--- src/hdl/gbcc_pkg.sv ---
package gbcc_pkg;

    localparam int SAMPLE_W   = 16;
    localparam int STAMP_W    = 64;
    localparam int GYRO_AXES  = 3;
    localparam int ACCEL_AXES = 3;
    localparam int TDATA_W    = (GYRO_AXES + ACCEL_AXES) * SAMPLE_W + STAMP_W;
    localparam int STAMP_LSB  = (GYRO_AXES + ACCEL_AXES) * SAMPLE_W;

    typedef enum logic [2:0] {
        ST_CAL,
        ST_LOAD,
        ST_DIV,
        ST_FIN,
        ST_RUN
    } state_t;

endpackage

--- src/hdl/gyro_bias_calibrate_correct_core.sv ---
// A measurement request is accepted and its result is held in the output register
// from the next cycle on. Throughput: one request per cycle while the result side is ready.
// After the last calibration request the input stalls while the biases are formed: ST_LOAD
// takes the magnitudes, ST_DIV does a reciprocal multiplication and ST_FIN applies the sign.
// Reset (aresetn low, synchronous) clears the sums, the sample count and the last timestamp
// and restarts calibration.
module gyro_bias_calibrate_correct_core #(
    parameter int CAL_SAMPLES = 300,
    parameter int AXES        = 3
) (
    input  logic                          aclk,
    input  logic                          aresetn,
    input  logic                          s_tvalid,
    output logic                          s_tready,
    // gyro_x, gyro_y, gyro_z, accel_x, accel_y, accel_z, stamp_ns
    input  logic [gbcc_pkg::TDATA_W-1:0]  s_tdata,
    output logic                          m_tvalid,
    input  logic                          m_tready,
    // corr_gyro_x, corr_gyro_y, corr_gyro_z, out_accel_x, out_accel_y, out_accel_z, elapsed_ns
    output logic [gbcc_pkg::TDATA_W-1:0]  m_tdata
);
    import gbcc_pkg::*;

    localparam int CW = $clog2(CAL_SAMPLES + 1);
    localparam int SW = SAMPLE_W + CW;
    localparam int MW = SW - 1;
    localparam int RL = $clog2(CAL_SAMPLES);
    localparam int SH = MW + RL;
    localparam int PW = 2 * MW + 1;
    localparam logic [MW:0] RECIP =
        (MW + 1)'(((64'd1 << SH) + 64'(CAL_SAMPLES) - 64'd1) / 64'(CAL_SAMPLES));

    state_t state_reg, state_next;

    logic [CW-1:0]            cal_count_reg;
    logic signed [SW-1:0]     sum_reg [AXES];
    logic [MW-1:0]            quo_reg [AXES];
    logic                     neg_reg [AXES];
    logic [SAMPLE_W-1:0]      bias_reg [AXES];
    logic [STAMP_W-1:0]       last_stamp_reg;
    logic                     m_tvalid_reg;
    logic [TDATA_W-1:0]       m_tdata_reg;

    logic                     s_accept;
    logic                     last_cal;
    logic [SW-1:0]            sum_next [AXES];
    logic [SW-1:0]            sum_neg [AXES];
    logic [MW-1:0]            mag [AXES];
    logic [PW-1:0]            prod [AXES];
    logic [SAMPLE_W-1:0]      corr [GYRO_AXES];
    logic [TDATA_W-1:0]       result_data;

    assign s_tready = (state_reg == ST_CAL) ||
                      ((state_reg == ST_RUN) && (!m_tvalid_reg || m_tready));
    assign s_accept = s_tvalid && s_tready;
    assign last_cal = (cal_count_reg == CW'(CAL_SAMPLES - 1));

    always_comb begin
        for (int a = 0; a < AXES; a++) begin
            sum_next[a]  = sum_reg[a] + {{(SW - SAMPLE_W){s_tdata[a*SAMPLE_W + SAMPLE_W - 1]}},
                                         s_tdata[a*SAMPLE_W +: SAMPLE_W]};
            sum_neg[a]   = -sum_reg[a];
            mag[a]       = sum_reg[a][SW-1] ? sum_neg[a][MW-1:0] : sum_reg[a][MW-1:0];
            prod[a]      = PW'(quo_reg[a]) * PW'(RECIP);
        end
    end

    for (genvar g = 0; g < GYRO_AXES; g++) begin : g_axis
        logic [SAMPLE_W-1:0] raw;
        assign raw = s_tdata[g*SAMPLE_W +: SAMPLE_W];
        if (g < AXES) begin : g_corr
            logic [SAMPLE_W:0] diff;
            assign diff = {raw[SAMPLE_W-1], raw} - {bias_reg[g][SAMPLE_W-1], bias_reg[g]};
            always_comb begin
                if (diff[SAMPLE_W] != diff[SAMPLE_W-1]) begin
                    corr[g] = diff[SAMPLE_W] ? {1'b1, {(SAMPLE_W - 1){1'b0}}}
                                             : {1'b0, {(SAMPLE_W - 1){1'b1}}};
                end else begin
                    corr[g] = diff[SAMPLE_W-1:0];
                end
            end
        end else begin : g_raw
            assign corr[g] = raw;
        end
        assign result_data[g*SAMPLE_W +: SAMPLE_W] = corr[g];
    end

    assign result_data[STAMP_LSB-1:GYRO_AXES*SAMPLE_W] = s_tdata[STAMP_LSB-1:GYRO_AXES*SAMPLE_W];
    assign result_data[TDATA_W-1:STAMP_LSB] = s_tdata[TDATA_W-1:STAMP_LSB] - last_stamp_reg;

    always_ff @(posedge aclk) begin
        if (!aresetn) begin
            state_reg <= ST_CAL;
        end else begin
            state_reg <= state_next;
        end
    end

    always_comb begin
        state_next = state_reg;
        unique case (state_reg)
            ST_CAL: begin
                if (s_accept && last_cal) begin
                    state_next = ST_LOAD;
                end
            end
            ST_LOAD: begin
                state_next = ST_DIV;
            end
            ST_DIV: begin
                state_next = ST_FIN;
            end
            ST_FIN: begin
                state_next = ST_RUN;
            end
            ST_RUN: begin
                state_next = ST_RUN;
            end
            default: begin
                state_next = ST_CAL;
            end
        endcase
    end

    always_ff @(posedge aclk) begin
        if (!aresetn) begin
            cal_count_reg  <= '0;
            last_stamp_reg <= '0;
            m_tvalid_reg   <= 1'b0;
            for (int a = 0; a < AXES; a++) begin
                sum_reg[a] <= '0;
            end
        end else begin
            if (state_reg == ST_CAL && s_accept) begin
                cal_count_reg <= cal_count_reg + CW'(1);
                for (int a = 0; a < AXES; a++) begin
                    sum_reg[a] <= sum_next[a];
                end
            end
            if (state_reg == ST_RUN && s_accept) begin
                last_stamp_reg <= s_tdata[TDATA_W-1:STAMP_LSB];
                m_tvalid_reg   <= 1'b1;
            end else if (m_tready) begin
                m_tvalid_reg   <= 1'b0;
            end
        end
    end

    always_ff @(posedge aclk) begin
        for (int a = 0; a < AXES; a++) begin
            if (state_reg == ST_LOAD) begin
                quo_reg[a] <= mag[a];
                neg_reg[a] <= sum_reg[a][SW-1];
            end else if (state_reg == ST_DIV) begin
                quo_reg[a] <= MW'(prod[a][SH +: SAMPLE_W]);
            end
            if (state_reg == ST_FIN) begin
                bias_reg[a] <= neg_reg[a] ? -quo_reg[a][SAMPLE_W-1:0] : quo_reg[a][SAMPLE_W-1:0];
            end
        end
        if (state_reg == ST_RUN && s_accept) begin
            m_tdata_reg <= result_data;
        end
    end

    assign m_tvalid = m_tvalid_reg;
    assign m_tdata  = m_tdata_reg;

endmodule
--- config.mk ---
export PLATFORM = sky130hd
export DESIGN_NAME = gyro_bias_calibrate_correct_core
export DESIGN_NICKNAME = d
export VERILOG_FILES = /design/src/hdl/gbcc_pkg.sv /design/src/hdl/gyro_bias_calibrate_correct_core.sv
export SDC_FILE = /design/constraint.sdc
export NUM_CORES = 2
export LEC_CHECK = 0
export BUFFER_PORTS_ARGS = -buffer_cell sky130_fd_sc_hd__buf_2
export CORE_MARGIN = 2
export CORE_UTILIZATION = 40
export DETAILED_ROUTE_END_ITERATION = 10
export PLACE_DENSITY = 0.55
export SETUP_SLACK_MARGIN = 0.4
export SYNTH_ARGS = -nofsm -noshare
export SYNTH_HDL_FRONTEND = slang
export SYNTH_SLANG_ARGS = --single-unit
--- constraint.sdc ---
create_clock -name aclk -period 11.4 [get_ports aclk]
set_input_delay 0.57 -clock aclk [delete_from_list [all_inputs] [get_ports aclk]]
set_output_delay 0.57 -clock aclk [all_outputs]
set_load 0.01 [all_outputs]
; ---- Word level (Yosys, flattened, before mapping)
; Memory sizes are Yosys's and may differ from the RTL's.
; Cells that the tools add are included.
[totals]
memories = 4
ramBits = 198
out_inout_bits = 162
ff_bits = 237
word_cells = 85
[mem_list]
columns = name, words, width, read_ports, rd_clocked_by_memory_dff, write_ports, line_no
row1 = sum_reg, 3, 25, 3, 0, 3, gyro_bias_calibrate_correct_core.sv:36  ; logic signed [SW-1:0] sum_reg [AXES];
row2 = quo_reg, 3, 24, 3, 0, 3, gyro_bias_calibrate_correct_core.sv:37  ; logic [MW-1:0] quo_reg [AXES];
row3 = bias_reg, 3, 16, 3, 0, 3, gyro_bias_calibrate_correct_core.sv:39  ; logic [SAMPLE_W-1:0] bias_reg [AXES];
row4 = neg_reg, 3, 1, 3, 0, 3, gyro_bias_calibrate_correct_core.sv:38  ; logic neg_reg [AXES];
[op_classes]
n_mul = 3
n_bitwise = 6
eq_ne = 9
muxes = 33
n_reduce_logical = 11
addsub = 14
[op_table]
columns = cell, count
row1 = 16-bit 2-to-1 mux, 9
row2 = 24-bit 2-to-1 mux, 6
row3 = 24-bit by 23-bit multiplier with 47-bit output (second input constant), 3
row4 = 25-bit adder, 3
row5 = 25-bit 2-to-1 mux, 3
row6 = 24-bit negator, 3
row7 = 64-bit subtractor, 1
row8 = 16-bit by 16-bit subtractor with 17-bit output, 3
row9 = 16-bit negator, 3
row10 = 1-bit 2-to-1 mux, 13
row11 = 3-bit case mux with 4 select lines, 1
row12 = 9-bit by 1-bit adder with 9-bit output (second input constant), 1
row13 = 9-bit == test (second input constant), 1
row14 = 3-bit by 2-bit == test with 1-bit output (second input constant), 2
row15 = 1-bit bitwise OR, 6
row16 = 1-bit logical AND, 5
row17 = 3-bit by 1-bit == test with 1-bit output (second input constant), 1
row18 = 3-bit == test (second input constant), 1
row19 = 3-bit logical NOT, 1
row20 = 3-bit 2-to-1 mux, 1
row21 = 1-bit != test, 3
row22 = 1-bit logical OR, 2
row23 = 2-bit by 1-bit != test with 1-bit output (second input constant), 1
row24 = 2-bit nonzero test, 1
row25 = 2 further kinds, 2

; ---- Logic depth before layout (Yosys ltp)
[logic_depth]
depth_word = 10
ltp_mapped = 25
depth_no_buf = 25

; ---- Least setup slack after synthesis
; No wires, ideal clock.
[synth_timing]
path_kind = register to register
startpoint = mem quo_reg[1][9] in the netlist's numbering
endpoint = mem quo_reg[1][15] in the netlist's numbering, data pin
t_required_ps = 11130
arrival_ps = 6493
path_slack_ps = 4636
stages_incl_launch_ff = 23
synth_period_minus_slack_ps = 6764
n_path_buf = 0
cell_sequence = edfxtp_1 > inv_1 > fa_1 > fa_1 > inv_1 > fa_1 > fa_1 > fa_1 > fa_1 > inv_1 > fa_1 > inv_1 > ha_1 > nand2_1 > or3_1 > or4_1 > a311oi_1 > a211o_1 > a22oi_1 > a31oi_1 > a21oi_1 > xnor2_1 > a21oi_1
[synth_rtl]
columns = element, line_no
row1 = "start, declared", gyro_bias_calibrate_correct_core.sv:37

==> results.yml <==
sta:
  finalHoldViolations: 0
  setup_violations: 0
  fin_ws_ps: 3717
  slew_violations: 0
  post-route-min-period_ps: 7683
  slew_headroom_pct: 21.38
  grt_setup_unrepaired: "no"
  fmax_mhz: 130.2
  setup-tns-final_ps: 0
  tightestPinTransition_ps: 1179
  final.setup_skew_ps: 50.66
  fin_crit_sh_pct: 67.40
global_routing:
  grt_start_max_net_pins: 148
  antenna_found_initial: 16
  grt_pass1_vias: 39665
  track_usage_pct: 22.01
  globalRouteOverflowTotal: 0
  grt_first_pass_wirelength_um: 233700
floorplan:
  ios: 326
  core_area_um2: 133500
  std_cell_rows: 134
  start_util_pct: 40.28
  die_h_um: 370.6
  dieArea_um2: 137300
  die_w_um: 370.6
detailed_routing:
  vias: 38343
  highest_layer: "met5"
  m1WireLength_um: 68500
  postRouteAntennaNets: 0
  drc: 0
  dr_wl_met2_um: 71790
  vias_per_cell: 5.100
  drt_iter0_drc: 2201
  routed_wl_um: 149100
  drt_pre_antenna_iters: 6
  wl_met3_um: 4983
  wl_per_cell_um: 19.84
clock_tree:
  cts_tree: "built"
  clk_latency_ps: 680
  hold_buffers: 0
  cts_setup_buffers: 0
  clk_pin_slew_worst_paths_ps: 60
  root_buffer: "clkbuf_16"
  post_cts_resized: 0
  cts.sinks: 435
  cts-buffers-inserted: 56
  cts_buffer_depth: 3
  htree_num_levels: 2
critical_path:
  critPathRequiredTime_ps: 11740
  worst_r2r_startpoint: "quo_reg[0][11]"
  r2r-end: "quo_reg[0][15]"
  path_max_fanout: 7
  reg2reg_slack_ps: 3720
  critPathLaunchType: "flip-flop"
  end_kind: "flip-flop"
  crit_start: "quo_reg[0][11]"
  crit_end: "quo_reg[0][15]"
  worst_r2r_path_depth: 23
  critPathKind: "flip-flop to flip-flop"
  worstPathArrival_ps: 8030
synth:
  synth_cell_type_count: 90
  synth-seq-cells: 435
  synth_nets: 7016
  synth-edff-count: 350
  synth_seq_area_share_pct: 22.72
  async_flop_share_pct: 0
  yosysWarnings: 0
  synthCells: 5377
  synth_area_um2: 53760
  yosysTopAreaCellShare_pct: 23.27
  synth_top_cell_by_area: "fa_1"
  synthTopCellsByArea: "fa_1 23%, ha_1 20%, edfxtp_1 20%"
  ys.flop_type: "edfxtp_1"
  synth.avg_cell_area_um2: 9.998
final_layout:
  layout_common_cells: "1104 x inv_1, 850 x ha_1, 625 x fa_1"
  final_common_cell: "inv_1"
  drive_gt1_share_pct: 8.535
  area_growth_pct: 10.57
  largest_reg_flops: 160
  nets: 7332
worst_hold_path:
  holdPathStages: 1
  hold_path_class: "primary input to flip-flop"
power_and_ir_drop:
  power.density_nw_per_um2: 75.45
  leakage_nw: 28.37
  total_power_w: 0.004485
  peakVddDrop_v: 0.0001228
placement:
  pre_cts_ws_ps: 3729
  numPortBuffers: 325
  dp_hpwl_um: 124600
  finalWeightedCongestion: 0.9684
run:
  maxCapViolations: 0
status:
  status: "complete, no violations"
## metal layers
metal  up-vias  GRT usage, %
met4         2         5.863
li1      18484             -
met5         -             0
met3       173         1.940
met2       665         37.14
met1     19019         30.28
## kinds of logic after synthesis
family | count (synthesis) | synth area share (%)
buf+inv | 1196 | 8.351
compound gates | 1018 | 12.45
flops | 435 | 22.72
xor+xnor | 318 | 5.181
fa+ha+maj | 1481 | 43.17
simple gates | 924 | 8.041
mux | 5 | 0.09543
## Yosys cell counts (19+ instances only)
cell and instances:
inv_1 1105, ha_1 850, fa_1 625, edfxtp_1 350, nand2_1 330, a21oi_1 271
nor2_1 229, xnor2_1 205, a21o_1 146, o21ai_0 141, xor2_1 113, dfxtp_1 85
clkbuf_1 82, a21boi_0 74, o21ai_1 63, nor2b_1 60, nand3_1 59, nor3_1 42
o21bai_1 39, o21a_1 36, nand2b_1 34, nand4_1 34, a211oi_1 33, and3_1 33
o31ai_1 32, a31oi_1 26, or3_1 24, and2_1 19
## report_power, final
part	switching, W	leakage (nW)	internal (W)
Sequential	0.0000453	3.95	0.00178
Clock	0.000795	0.963	0.00111
Combinational	0.000438	23.5	0.000325
Total	0.00128	28.4	0.00321
## area by class of cell
| type | instances | area, µm² |
|---|---|---|
| clock inverter | 45 | 514.2 |
| inverter | 1107 | 4163 |
| fill | 13078 | 74020 |
| multi-input combinational | 3746 | 37090 |
| antenna | 9 | 22.52 |
| tap | 1768 | 2212 |
| sequential | 435 | 12210 |
| timing repair buffer | 347 | 1792 |
| clock buffer | 61 | 1441 |
## through the flow
step / cell area [µm²] / hold slack, ps / util, % / cells
after floorplan: 53760 / 424.4 / - / 5377
after global placement: 57460 / 451.1 / 43.06 / 7403
after detailed placement: 57460 / 456.7 / 43.06 / 7403
after CTS: 59420 / 8.671 / 44.52 / 7509
after global routing: 59440 / 33.48 / 44.54 / 7516
final: 59440 / 62.72 / 44.54 / 7518
## how the worst min path moves through the flow
| stage | startpoint | to | slack, ps |
|---|---|---|---|
| after detailed placement | last_stamp_reg[28] | last_stamp_reg[28] | 460 |
| after CTS | s_tdata[74] | m_tdata[74] | 9 |
| final | s_tdata[81] | m_tdata[81] | 60 |
| after global placement | last_stamp_reg[20] | last_stamp_reg[20] | 450 |
| after global routing | s_tdata[51] | m_tdata[51] | 30 |
| after floorplan | sum_reg[0][24] | neg_reg[0][0] | 420 |
## worst max-delay path, stage by stage (launching register included)
cell and delay [ps]:
edfxtp_1 560, inv_1 340, fa_1 500, fa_1 520
inv_1 60, fa_1 520, fa_1 450, fa_1 570
fa_1 560, inv_1 50, fa_1 530, inv_1 40
ha_1 330, nand2_1 130, nor2_1 80, a41oi_1 190
o21ai_0 130, a211oi_1 660, o211ai_1 290, a32oi_1 340
nand2b_1 130, a21oi_1 190, xnor2_1 130, a21oi_1 80
(Power assumes the default switching activity.)
